### config.mk
export PLATFORM = sky130hd
export DESIGN_NAME = nd_index_offset_and_advance_unit_flat
export DESIGN_NICKNAME = d
export VERILOG_FILES = /design/src/rtl/niao_pkg.sv /design/src/rtl/niao_in_if.sv /design/src/rtl/niao_out_if.sv /design/src/rtl/niao_lane.sv /design/src/rtl/niao_merge.sv /design/src/rtl/nd_index_offset_and_advance_unit.sv /design/src/flat_wrapper.sv
export SDC_FILE = /design/constraint.sdc
export NUM_CORES = 2
export LEC_CHECK = 0
export BUFFER_PORTS_ARGS = -buffer_cell sky130_fd_sc_hd__buf_2
export CELL_PAD_IN_SITES_DETAIL_PLACEMENT = 1
export CELL_PAD_IN_SITES_GLOBAL_PLACEMENT = 2
export CORE_UTILIZATION = 39
export DETAILED_ROUTE_END_ITERATION = 6
export GPL_TIMING_DRIVEN = 0
export PLACE_DENSITY_LB_ADDON = 0.1
export SLEW_MARGIN = 20
export SYNTH_ARGS = -nofsm -noshare
export SYNTH_HDL_FRONTEND = slang
export SYNTH_SLANG_ARGS = --single-unit
### constraint.sdc
create_clock -name i_clk -period 6.3 [get_ports i_clk]
set_input_delay 1.26 -clock i_clk [delete_from_list [all_inputs] [get_ports i_clk]]
set_output_delay 1.26 -clock i_clk [all_outputs]
set_load 0.01 [all_outputs]
### src/rtl/niao_pkg.sv
package niao_pkg;

    localparam int NPOS       = 4;
    localparam int MAX_RANK   = 4;
    localparam int DIM_LIMIT  = 1024;
    localparam int RANK_LIM   = (MAX_RANK < NPOS) ? MAX_RANK : NPOS;

    localparam int IDX_W      = 10;
    localparam int EXT_W      = 11;
    localparam int CNT_W      = 3;
    localparam int OFF_W      = 40;
    localparam int PAIR_W     = 2 * EXT_W;
    localparam int SCALE_W    = 3 * EXT_W;
    localparam int CFG_IDX_W  = 3;
    localparam int CFG_DATA_W = 11;

    localparam logic [CNT_W-1:0] RANK_LIMIT  = CNT_W'(RANK_LIM);
    localparam logic [31:0]      DIM_LIMIT_U = 32'(DIM_LIMIT);

    localparam logic KIND_OFFSET  = 1'b0;
    localparam logic KIND_ADVANCE = 1'b1;

    localparam logic [CFG_IDX_W-1:0] CFG_RANK  = 3'd0;
    localparam logic [CFG_IDX_W-1:0] CFG_DIM_0 = 3'd1;
    localparam logic [CFG_IDX_W-1:0] CFG_DIM_1 = 3'd2;
    localparam logic [CFG_IDX_W-1:0] CFG_DIM_2 = 3'd3;
    localparam logic [CFG_IDX_W-1:0] CFG_DIM_3 = 3'd4;

    typedef struct packed {
        logic kind;
        logic err;
    } t_ctrl;

    typedef struct packed {
        logic [OFF_W-1:0] term;
        logic [IDX_W-1:0] idx;
        logic [IDX_W-1:0] inc;
        logic             inc_ok;
        logic             used;
    } t_lane;

    // Extents above the limit behave as the limit itself.
    function automatic logic [EXT_W-1:0] clamp_ext(input logic [EXT_W-1:0] d);
        logic [31:0] wide;
        wide = 32'(d);
        return (wide > DIM_LIMIT_U) ? EXT_W'(DIM_LIMIT_U) : d;
    endfunction

endpackage

### src/rtl/niao_in_if.sv
interface niao_in_if;
    import niao_pkg::*;

    logic             valid;
    logic             ready;
    logic             kind;
    logic [CNT_W-1:0] index_count;
    logic [IDX_W-1:0] idx_0;
    logic [IDX_W-1:0] idx_1;
    logic [IDX_W-1:0] idx_2;
    logic [IDX_W-1:0] idx_3;

    modport source (
        output valid, kind, index_count, idx_0, idx_1, idx_2, idx_3,
        input  ready
    );
    modport sink (
        input  valid, kind, index_count, idx_0, idx_1, idx_2, idx_3,
        output ready
    );
endinterface

### src/rtl/niao_out_if.sv
interface niao_out_if;
    import niao_pkg::*;

    logic             valid;
    logic             ready;
    logic [OFF_W-1:0] linear_offset;
    logic [IDX_W-1:0] next_0;
    logic [IDX_W-1:0] next_1;
    logic [IDX_W-1:0] next_2;
    logic [IDX_W-1:0] next_3;
    logic             count_error;
    logic             wrapped;

    modport source (
        output valid, linear_offset, next_0, next_1, next_2, next_3,
               count_error, wrapped,
        input  ready
    );
    modport sink (
        input  valid, linear_offset, next_0, next_1, next_2, next_3,
               count_error, wrapped,
        output ready
    );
endinterface

### src/rtl/niao_lane.sv
module niao_lane (
    input  logic                         i_clk,
    input  logic                         i_en,
    input  logic                         i_used,
    input  logic [niao_pkg::IDX_W-1:0]   i_idx,
    input  logic [niao_pkg::EXT_W-1:0]   i_ext,
    input  logic [niao_pkg::SCALE_W-1:0] i_scale,
    output niao_pkg::t_lane              o_res
);
    import niao_pkg::*;

    localparam int PROD_W = IDX_W + SCALE_W;

    logic [PROD_W-1:0] w_prod;
    logic [EXT_W-1:0]  w_inc;
    t_lane             n_res;
    t_lane             r_res;

    always_comb begin
        w_prod = PROD_W'(i_idx) * PROD_W'(i_scale);
        w_inc  = EXT_W'(i_idx) + EXT_W'(1);

        n_res.term   = i_used ? w_prod[OFF_W-1:0] : '0;
        n_res.idx    = i_idx;
        n_res.inc    = w_inc[IDX_W-1:0];
        // A position steps up only while it stays below its extent.
        n_res.inc_ok = (w_inc < i_ext);
        n_res.used   = i_used;
    end

    always_ff @(posedge i_clk) begin
        if (i_en) begin
            r_res <= n_res;
        end
    end

    assign o_res = r_res;
endmodule

### src/rtl/niao_merge.sv
module niao_merge (
    input  logic                       i_clk,
    input  logic                       i_en,
    input  niao_pkg::t_ctrl            i_ctrl,
    input  niao_pkg::t_lane            i_lane [niao_pkg::NPOS],
    output logic [niao_pkg::OFF_W-1:0] o_offset,
    output logic [niao_pkg::IDX_W-1:0] o_next [niao_pkg::NPOS],
    output logic                       o_err,
    output logic                       o_wrap
);
    import niao_pkg::*;

    logic [OFF_W-1:0] n_offset;
    logic [IDX_W-1:0] n_next [NPOS];
    logic             n_wrap;
    logic [OFF_W-1:0] r_offset;
    logic [IDX_W-1:0] r_next [NPOS];
    logic             r_err;
    logic             r_wrap;

    always_comb begin
        logic [OFF_W-1:0] sum;
        logic             carry;
        logic [IDX_W-1:0] adv [NPOS];

        sum   = '0;
        carry = 1'b1;
        for (int k = 0; k < NPOS; k++) begin
            sum    = sum + i_lane[k].term;
            adv[k] = i_lane[k].idx;
        end
        // Odometer carry ripples from the innermost used position outward.
        for (int k = NPOS - 1; k >= 0; k--) begin
            if (i_lane[k].used && carry) begin
                adv[k] = i_lane[k].inc_ok ? i_lane[k].inc : '0;
                carry  = ~i_lane[k].inc_ok;
            end
        end

        n_offset = '0;
        n_wrap   = 1'b0;
        for (int k = 0; k < NPOS; k++) begin
            n_next[k] = i_lane[k].idx;
        end
        if (!i_ctrl.err) begin
            if (i_ctrl.kind == KIND_OFFSET) begin
                n_offset = sum;
            end else begin
                n_wrap = carry;
                for (int k = 0; k < NPOS; k++) begin
                    n_next[k] = adv[k];
                end
            end
        end
    end

    always_ff @(posedge i_clk) begin
        if (i_en) begin
            r_offset <= n_offset;
            r_next   <= n_next;
            r_err    <= i_ctrl.err;
            r_wrap   <= n_wrap;
        end
    end

    assign o_offset = r_offset;
    assign o_next   = r_next;
    assign o_err    = r_err;
    assign o_wrap   = r_wrap;
endmodule

### src/rtl/nd_index_offset_and_advance_unit.sv
// Row-major address generator for tensors of up to four dimensions.
// The shape sits in five registers written through the plain write port:
// index 0 is the rank, indices 1 to 4 the extents, outermost first.
// Write them only while no word is in flight.
// Each word on i_item is either an offset request or an advance request
// and produces exactly one word on o_result, in order.
// From acceptance to o_result.valid a word passes through input and
// shape capture, scale products, one lane per position (multiply and
// increment test), then the merge that sums the terms and ripples carries.
// Throughput is one word per cycle while the receiver is ready; each stage
// moves on whenever the stage after it is empty or moving; bubbles close up.
// When the receiver stalls, the result is held in the output register and
// the stages behind it keep filling until all four hold a word; only then
// does i_item.ready drop.
// Reset empties the pipeline and returns the shape to rank 0 with every
// extent 1.
module nd_index_offset_and_advance_unit (
    input  logic                            i_clk,
    input  logic                            i_rst_n,
    input  logic                            i_cfg_we,
    input  logic [niao_pkg::CFG_IDX_W-1:0]  i_cfg_idx,
    input  logic [niao_pkg::CFG_DATA_W-1:0] i_cfg_data,
    niao_in_if.sink                         i_item,
    niao_out_if.source                      o_result
);
    import niao_pkg::*;

    // Shape registers.
    logic [CNT_W-1:0] r_rank;
    logic [EXT_W-1:0] r_dim [NPOS];

    // Stage valids and enables.
    logic r_va, r_vb, r_vc, r_vd;
    logic w_en_a, w_en_b, w_en_c, w_en_d;

    // Stage A: captured word with its shape.
    t_ctrl             n_a_ctrl;
    logic              n_a_used [NPOS];
    logic [EXT_W-1:0]  n_a_ext  [NPOS];
    logic [IDX_W-1:0]  n_a_idx  [NPOS];
    logic [PAIR_W-1:0] n_a_m23;
    t_ctrl             r_a_ctrl;
    logic              r_a_used [NPOS];
    logic [EXT_W-1:0]  r_a_ext  [NPOS];
    logic [IDX_W-1:0]  r_a_idx  [NPOS];
    logic [PAIR_W-1:0] r_a_m23;

    // Stage B: per-position scale factors.
    logic [SCALE_W-1:0] n_b_scale [NPOS];
    t_ctrl              r_b_ctrl;
    logic               r_b_used  [NPOS];
    logic [EXT_W-1:0]   r_b_ext   [NPOS];
    logic [IDX_W-1:0]   r_b_idx   [NPOS];
    logic [SCALE_W-1:0] r_b_scale [NPOS];

    // Stage C: lanes.
    t_ctrl r_c_ctrl;
    t_lane w_lane [NPOS];

    logic [IDX_W-1:0] w_next [NPOS];

    assign w_en_d = ~r_vd | o_result.ready;
    assign w_en_c = ~r_vc | w_en_d;
    assign w_en_b = ~r_vb | w_en_c;
    assign w_en_a = ~r_va | w_en_b;
    assign i_item.ready = w_en_a;

    always_ff @(posedge i_clk) begin
        if (!i_rst_n) begin
            r_rank <= '0;
            for (int k = 0; k < NPOS; k++) begin
                r_dim[k] <= EXT_W'(1);
            end
        end else if (i_cfg_we) begin
            unique case (i_cfg_idx)
                CFG_RANK:  r_rank   <= i_cfg_data[CNT_W-1:0];
                CFG_DIM_0: r_dim[0] <= i_cfg_data[EXT_W-1:0];
                CFG_DIM_1: r_dim[1] <= i_cfg_data[EXT_W-1:0];
                CFG_DIM_2: r_dim[2] <= i_cfg_data[EXT_W-1:0];
                CFG_DIM_3: r_dim[3] <= i_cfg_data[EXT_W-1:0];
                default: ;
            endcase
        end
    end

    always_ff @(posedge i_clk) begin
        if (!i_rst_n) begin
            r_va <= 1'b0;
            r_vb <= 1'b0;
            r_vc <= 1'b0;
            r_vd <= 1'b0;
        end else begin
            if (w_en_a) r_va <= i_item.valid;
            if (w_en_b) r_vb <= r_va;
            if (w_en_c) r_vc <= r_vb;
            if (w_en_d) r_vd <= r_vc;
        end
    end

    always_comb begin
        n_a_ctrl.kind = i_item.kind;
        n_a_ctrl.err  = (i_item.index_count != r_rank) || (r_rank > RANK_LIMIT);
        n_a_idx[0] = i_item.idx_0;
        n_a_idx[1] = i_item.idx_1;
        n_a_idx[2] = i_item.idx_2;
        n_a_idx[3] = i_item.idx_3;
        // Positions beyond the rank count as extent one in the scale products.
        for (int k = 0; k < NPOS; k++) begin
            n_a_used[k] = (CNT_W'(k) < r_rank);
            n_a_ext[k]  = n_a_used[k] ? clamp_ext(r_dim[k]) : EXT_W'(1);
        end
        n_a_m23 = PAIR_W'(n_a_ext[2]) * PAIR_W'(n_a_ext[3]);
    end

    always_ff @(posedge i_clk) begin
        if (w_en_a) begin
            r_a_ctrl <= n_a_ctrl;
            r_a_used <= n_a_used;
            r_a_ext  <= n_a_ext;
            r_a_idx  <= n_a_idx;
            r_a_m23  <= n_a_m23;
        end
    end

    always_comb begin
        n_b_scale[3] = SCALE_W'(1);
        n_b_scale[2] = SCALE_W'(r_a_ext[3]);
        n_b_scale[1] = SCALE_W'(r_a_m23);
        n_b_scale[0] = SCALE_W'(r_a_ext[1]) * SCALE_W'(r_a_m23);
    end

    always_ff @(posedge i_clk) begin
        if (w_en_b) begin
            r_b_ctrl  <= r_a_ctrl;
            r_b_used  <= r_a_used;
            r_b_ext   <= r_a_ext;
            r_b_idx   <= r_a_idx;
            r_b_scale <= n_b_scale;
        end
    end

    always_ff @(posedge i_clk) begin
        if (w_en_c) begin
            r_c_ctrl <= r_b_ctrl;
        end
    end

    for (genvar g = 0; g < NPOS; g++) begin : g_lane
        niao_lane u_lane (
            .i_clk   (i_clk),
            .i_en    (w_en_c),
            .i_used  (r_b_used[g]),
            .i_idx   (r_b_idx[g]),
            .i_ext   (r_b_ext[g]),
            .i_scale (r_b_scale[g]),
            .o_res   (w_lane[g])
        );
    end

    niao_merge u_merge (
        .i_clk    (i_clk),
        .i_en     (w_en_d),
        .i_ctrl   (r_c_ctrl),
        .i_lane   (w_lane),
        .o_offset (o_result.linear_offset),
        .o_next   (w_next),
        .o_err    (o_result.count_error),
        .o_wrap   (o_result.wrapped)
    );

    assign o_result.valid  = r_vd;
    assign o_result.next_0 = w_next[0];
    assign o_result.next_1 = w_next[1];
    assign o_result.next_2 = w_next[2];
    assign o_result.next_3 = w_next[3];
endmodule

### src/flat_wrapper.sv
// flat-port wrapper written by rule: the top's interface ports become plain ports
module nd_index_offset_and_advance_unit_flat import niao_pkg::*;
  (i_clk, i_rst_n, i_cfg_we, i_cfg_idx, i_cfg_data, i_item_valid, i_item_kind, i_item_index_count, i_item_idx_0, i_item_idx_1, i_item_idx_2, i_item_idx_3, i_item_ready, o_result_valid, o_result_linear_offset, o_result_next_0, o_result_next_1, o_result_next_2, o_result_next_3, o_result_count_error, o_result_wrapped, o_result_ready);
  niao_in_if i_item_i ();
  niao_out_if o_result_i ();
  input  logic i_clk;
  input  logic i_rst_n;
  input  logic i_cfg_we;
  input  logic [niao_pkg::CFG_IDX_W-1:0] i_cfg_idx;
  input  logic [niao_pkg::CFG_DATA_W-1:0] i_cfg_data;
  input wire logic [$bits(i_item_i.valid)-1:0] i_item_valid;
  input wire logic [$bits(i_item_i.kind)-1:0] i_item_kind;
  input wire logic [$bits(i_item_i.index_count)-1:0] i_item_index_count;
  input wire logic [$bits(i_item_i.idx_0)-1:0] i_item_idx_0;
  input wire logic [$bits(i_item_i.idx_1)-1:0] i_item_idx_1;
  input wire logic [$bits(i_item_i.idx_2)-1:0] i_item_idx_2;
  input wire logic [$bits(i_item_i.idx_3)-1:0] i_item_idx_3;
  output wire logic [$bits(i_item_i.ready)-1:0] i_item_ready;
  output wire logic [$bits(o_result_i.valid)-1:0] o_result_valid;
  output wire logic [$bits(o_result_i.linear_offset)-1:0] o_result_linear_offset;
  output wire logic [$bits(o_result_i.next_0)-1:0] o_result_next_0;
  output wire logic [$bits(o_result_i.next_1)-1:0] o_result_next_1;
  output wire logic [$bits(o_result_i.next_2)-1:0] o_result_next_2;
  output wire logic [$bits(o_result_i.next_3)-1:0] o_result_next_3;
  output wire logic [$bits(o_result_i.count_error)-1:0] o_result_count_error;
  output wire logic [$bits(o_result_i.wrapped)-1:0] o_result_wrapped;
  input wire logic [$bits(o_result_i.ready)-1:0] o_result_ready;
  assign i_item_i.valid = i_item_valid;
  assign i_item_i.kind = i_item_kind;
  assign i_item_i.index_count = i_item_index_count;
  assign i_item_i.idx_0 = i_item_idx_0;
  assign i_item_i.idx_1 = i_item_idx_1;
  assign i_item_i.idx_2 = i_item_idx_2;
  assign i_item_i.idx_3 = i_item_idx_3;
  assign i_item_ready = i_item_i.ready;
  assign o_result_valid = o_result_i.valid;
  assign o_result_linear_offset = o_result_i.linear_offset;
  assign o_result_next_0 = o_result_i.next_0;
  assign o_result_next_1 = o_result_i.next_1;
  assign o_result_next_2 = o_result_i.next_2;
  assign o_result_next_3 = o_result_i.next_3;
  assign o_result_count_error = o_result_i.count_error;
  assign o_result_wrapped = o_result_i.wrapped;
  assign o_result_i.ready = o_result_ready;
  nd_index_offset_and_advance_unit u_core (.i_clk(i_clk), .i_rst_n(i_rst_n), .i_cfg_we(i_cfg_we), .i_cfg_idx(i_cfg_idx), .i_cfg_data(i_cfg_data), .i_item(i_item_i), .o_result(o_result_i));
endmodule
## Yosys cells after proc, flatten, opt, wreduce, memory -nomap -nowiden

Memories as Yosys holds them, arrays and structs flattened.
Cells that the tools add are included.

| storage, ports and cells | value |
|---|---|
| register bits | 566 |
| memory bits (writable) | 44 |
| input bits | 63 |
| output and inout port bits | 84 |
| memories | 1 |

| operators by class | value |
|---|---|
| $add $sub $neg | 7 |
| $mul | 5 |
| $lt $le $gt $ge | 13 |
| equal/unequal tests | 5 |
| multiplexer cells | 41 |
| bitwise operators | 19 |
| reduce and logical (&&, ||, !) cells | 10 |

Memory list:

| name | words | width | read ports | clocked after memory_dff | wr ports | RTL line | source |
|---|---|---|---|---|---|---|---|
| u_core.r_dim | 4 | 11 | 4 | 0 | 4 | nd_index_offset_and_advance_unit.sv:30 | `logic [EXT_W-1:0] r_dim [NPOS];` |

Operators with widths:

| operator | number |
|---|---|
| 2-to-1 mux 11 bit | 10 |
| adder 40 bit | 2 |
| 2-to-1 mux 10 bit | 8 |
| 2-to-1 mux 40 bit | 2 |
| adder 10 x 1 -> 11 bit (second input constant) | 4 |
| > comparator 11 bit (second input constant) | 4 |
| less-than comparator 11 bit | 4 |
| adder 40 x 10 -> 40 bit | 1 |
| multiplier 10 x 33 -> 40 bit | 1 |
| multiplier 11 x 22 -> 33 bit | 1 |
| multiplier 10 x 22 -> 32 bit | 1 |
| multiplier 11 x 11 -> 22 bit | 1 |
| multiplier 10 x 11 -> 21 bit | 1 |
| 2-to-1 mux 1 bit | 21 |
| NOT 1 bit | 11 |
| bitwise OR 1 bit | 8 |
| OR reduction 2 bit | 4 |
| == test 3 x 2 -> 1 bit (second input constant) | 2 |
| less-than comparator 1 x 3 -> 1 bit (first input constant) | 2 |
| less-than comparator 2 x 3 -> 1 bit (first input constant) | 2 |
| == test 3 x 1 -> 1 bit (second input constant) | 1 |
| == test 3 bit (second input constant) | 1 |
| > comparator 3 bit (second input constant) | 1 |
| logical AND 1 bit | 3 |
| other kinds (4) | 4 |

## Depth between registers and ports, before layout

| logic depth | value |
|---|---|
| depth in word-level cells | 10 |
| depth in mapped cells | 26 |

## By module

A second synthesis with hierarchy kept.

| unflattened totals | value |
|---|---|
| cell total of the unflattened synthesis | 8,068 |
| area total of the unflattened synthesis | 79,575.1 µm² |

Modules (own cells, without submodules):

| module | instances | cells an instance | area each (µm²) |
|---|---|---|---|
| nd_index_offset_and_advance_unit | 1 | 1,878 | 21,684.5 |
| niao_lane at u_core.g_lane[0].u_lane | 1 | 1,365 | 12,653.4 |
| niao_lane at u_core.g_lane[3].u_lane | 1 | 1,326 | 12,583.3 |
| niao_lane at u_core.g_lane[2].u_lane | 1 | 1,342 | 12,545.8 |
| niao_lane at u_core.g_lane[1].u_lane | 1 | 1,295 | 12,356.9 |
| niao_merge | 1 | 862 | 7,751.2 |

## Worst setup path after synthesis

Ideal clock, no wire load.

| timing path | value |
|---|---|
| path type | input-to-reg |
| start | input port o_result_ready |
| end | register u_core.g_lane[0].u_lane.r_res, in the netlist u_core.g_lane[0].u_lane.o_res[0], enable pin |
| setup time | 1.543 ns |
| arrival | 4.654 ns |
| path slack | 0.103 ns |
| stages | 2 |
| buffers on the path | 0 |
| cells stage by stage | nor2b_1 > nand2_1 |

| on the way | value |
|---|---|
| cells in the longest elaborated chain, start to end | 2 |

Ends and longest elaborated chain:

| what | RTL line | source |
|---|---|---|
| start, declared | flat_wrapper.sv:27 | `input wire logic [$bits(o_result_i.ready)-1:0] o_result_ready;` |
| bitwise OR 1 bit | nd_index_offset_and_advance_unit.sv:62 | `assign w_en_d = ~r_vd \| o_result.ready;` |
| bitwise OR 1 bit | nd_index_offset_and_advance_unit.sv:63 | `assign w_en_c = ~r_vc \| w_en_d;` |
| named net u_core.g_lane[0].u_lane.i_en | niao_lane.sv:3 | `input logic i_en,` |
| end signal, assigned | niao_lane.sv:33 | `r_res <= n_res;` |
| end, declared | niao_lane.sv:17 | `t_lane r_res;` |

The timed path passes the listed nets, and every way through them passes these cells.
A chain may end at the register's enable or synchronous reset.

==> out/metrics.cfg <==
[die]
std_cell_rows = 137
dieArea_um2 = 144000
io_pins = 147
initial_utilization_pct = 39.5
die_h_um = 379
die-width_um = 379
fp.coreArea_um2 = 140000

[cts]
hold_buffers = 0
htree_levels = 3
cts_tree = done
numCtsBuffers = 71
clock-sinks = 583
clockBufferDepth = 3
cts-root-buf = clkbuf_16
clkSlewWorstSetupHoldPaths_ns = 0.06
worstSkewPairLatency_ns = 0.72

[synth]
synth_area_leader_cell = edfxtp_1
synthTopCellsByCount = 827 x inv_1, 762 x fa_1, 718 x nand2_1
ys_seq_elements = 583
mappedNetlistArea_um2 = 55400
ys_warn_count = 0
synth_area_per_cell_um2 = 10.5
synthArstFlopShare_pct = 0
synth_cells = 5263
synth.top_cell.area_share_pct = 31.2
synth_edf_count = 576
synth-seq-area-share_pct = 31.5
yosysMostFrequentCell = inv_1
ys_types = 83
synth_nets = 6518
synth_area_leaders = edfxtp_1 31%, fa_1 28%, ha_1 9.7%
ys_dominant_reg_cell = edfxtp_1

[route]
firstDrtPassIters = 5
met3RoutedLength_um = 5660
wire_per_inst_um = 22.2
routed_via_density = 5.06
vias = 37973
wirelength_um = 167000
ant_nets = 0
drc = 0
wl_met2_um = 80200
wl_met1_um = 76800
top_layer = met5
drt-initial-drc-count = 1727

[sta]
finalSetupViolations = 0
setup_ws_ns = 0.119
rsz0062_at_grt = yes
hold_ws_ns = 0.415
period_share_pct = 98.1
slew_headroom_pct = 37.3
tns_ns = 0
slew_viol_final = 0
max_clock_freq_ghz = 0.162
max_slew.worst_pin.slew_ns = 0.938
period_minus_slack_ns = 6.18
finalHoldViolCount = 0
finalClockSkew_ns = 0.0831

[place]
place_hpwl_um = 134000
place.gp.congestion = 0.865
port_buffers = 146
post-place-ws_ns = -1.43

[critical_path]
critPathRequiredTime_ns = 6.71
crit_chain = buf_6, nand2_1, fa_1, inv_1, fa_1, inv_2, fa_1, inv_2, fa_1, inv_2, fa_1, inv_2, ha_4, buf_6, nand4_1, nor3_2, o41a_1, o21ai_2, a31oi_4, a31o_4, a41oi_4, nor2_1, a211o_1
cp_max_fo = 10
end_kind = flip-flop
critical_path.most_common_cell = fa_1
critPathTopFamily = adder cells
crit_buf_inv = 7
start_kind = flip-flop
critPathKind = flip-flop to flip-flop
max_stage_delay_ns = 0.51
cp.arrival_ns = 6.59
slowest_stage = edfxtp_1

[global_route]
grt_max_degree = 78
grt.total_usage_pct = 23.8
grt_pass1_wl_um = 255000
grt_overflow = 0
antenna_found_initial = 9
grt_pass1_vias = 41552

[finish]
drive_gt1_share_pct = 11.8
post-route-util_pct = 45.1
finalNetCount = 6832
area_growth_pct = 14.0

[pwr]
power_density_nw_per_um2 = 150
leakagePower_nw = 28.4
peakVddDrop_mv = 0.183
finalPower_mw = 9.47

[job]
drv_cap = 0

[worst_hold_path]
hp-class = flip-flop to flip-flop

[status]
status = finished clean

cell type report:
cell class                 count  area, um^2
tap                         1876        2350
fill                       15478       77000
inverter                     832        3170
antenna                        1        2.50
timing repair buffer         295        2090
multi-input combinational   3629       34800
clock inverter                46         554
sequential                   583       17400
buffer                       165         950
clock buffer                  83        1820
layout by cell type, fill, tap and decap left out, types with 15 or more instances in the layout:
cell,netlist,routed
buf_6,0,15
clkinv_2,0,15
o21bai_1,16,16
buf_2,3,153
o21a_1,32,32
nor2_1,265,263
clkbuf_1,202,94
nand2b_1,23,23
a21oi_2,3,22
a21o_1,77,77
o21ai_1,22,23
nor3_1,46,42
nand4_1,16,16
clkbuf_2,0,27
inv_1,827,804
nand2_1,718,697
ha_1,430,411
buf_4,0,142
edfxtp_1,576,576
a21oi_1,133,112
nor2b_1,19,19
nand3_1,60,60
fa_1,762,756
and3_1,25,22
xnor2_1,104,103
and2_1,495,494
clkbuf_16,0,71
xor2_1,64,64
o21ai_0,92,87
metal layers:
layer	global-route usage (%)	vias up
met5	0	-
met4	6.12	2
met3	2.71	195
met2	40.2	596
met1	32.4	19706
li1	-	17474
flip-flops by register name, indices dropped and copies added (netlist names), 2 cells and up:
name and count:
u_core.u_merge.o_next 40, u_core.r_dim 44, u_core.r_a_ext 33, u_core.r_a_m23 22, u_core.r_rank 3, u_core.r_b_used 4, u_core.u_merge.o_offset 40, u_core.n_b_scale 11
u_core.r_c_ctrl 2, u_core.r_a_used 4, u_core.r_a_ctrl 2, u_core.r_b_idx 40, u_core.g_lane.u_lane.o_res 191, u_core.r_a_idx 40, u_core.r_b_ext 44, u_core.r_b_scale 55
u_core.r_b_ctrl 2
timing repair:
item / in CTS / in global routing
setup endpoints to repair: 69 / 49
buffers inserted: 73 / 65
gates resized for setup: 183 / 211
pin swaps: 10 / 59
gates cloned: 0 / 1
per-stage QoR:
stage | cells | area (um^2)
2_1_floorplan | 5263 | 55400
3_5_place_dp | 7295 | 58800
3_3_place_gp | 7285 | 58500
4_1_cts | 7460 | 62100
5_1_grt | 7509 | 63200
6_report | 7510 | 63200
logic make-up after synthesis:
kind of cell / count (synthesis) / synth area share, %
AND/OR/NAND/NOR: 1730 / 15.0
adder cells (fa/ha/maj): 1192 / 37.2
buffers and inverters: 1051 / 7.12
flip-flops: 583 / 31.5
AO/OA/AOI/OAI: 525 / 6.32
XOR/XNOR: 168 / 2.65
multiplexers: 14 / 0.255
report_power, final:
| part | internal (mW) | leakage [nW] | switching, mW |
|---|---|---|---|
| sequential | 4.37 | 6.61 | 0.106 |
| clock | 2.33 | 1.14 | 1.80 |
| combinational | 0.332 | 20.6 | 0.527 |
worst paths after layout:
check / startpoint / to / slack [ns] / depth (start not counted)
worst max-delay path: u_core.r_a_m23[6] / u_core.r_b_scale[131] / 0.12 / 23
worst min-delay path: u_core.n_b_scale[41] / u_core.r_b_ext[8] / 0.41 / 0
worst max register to register: u_core.r_a_m23[6] / u_core.r_b_scale[131] / 0.12 / 23
worst min register to register: u_core.n_b_scale[41] / u_core.r_b_ext[8] / 0.41 / 0
(Power assumes the default switching activity.)
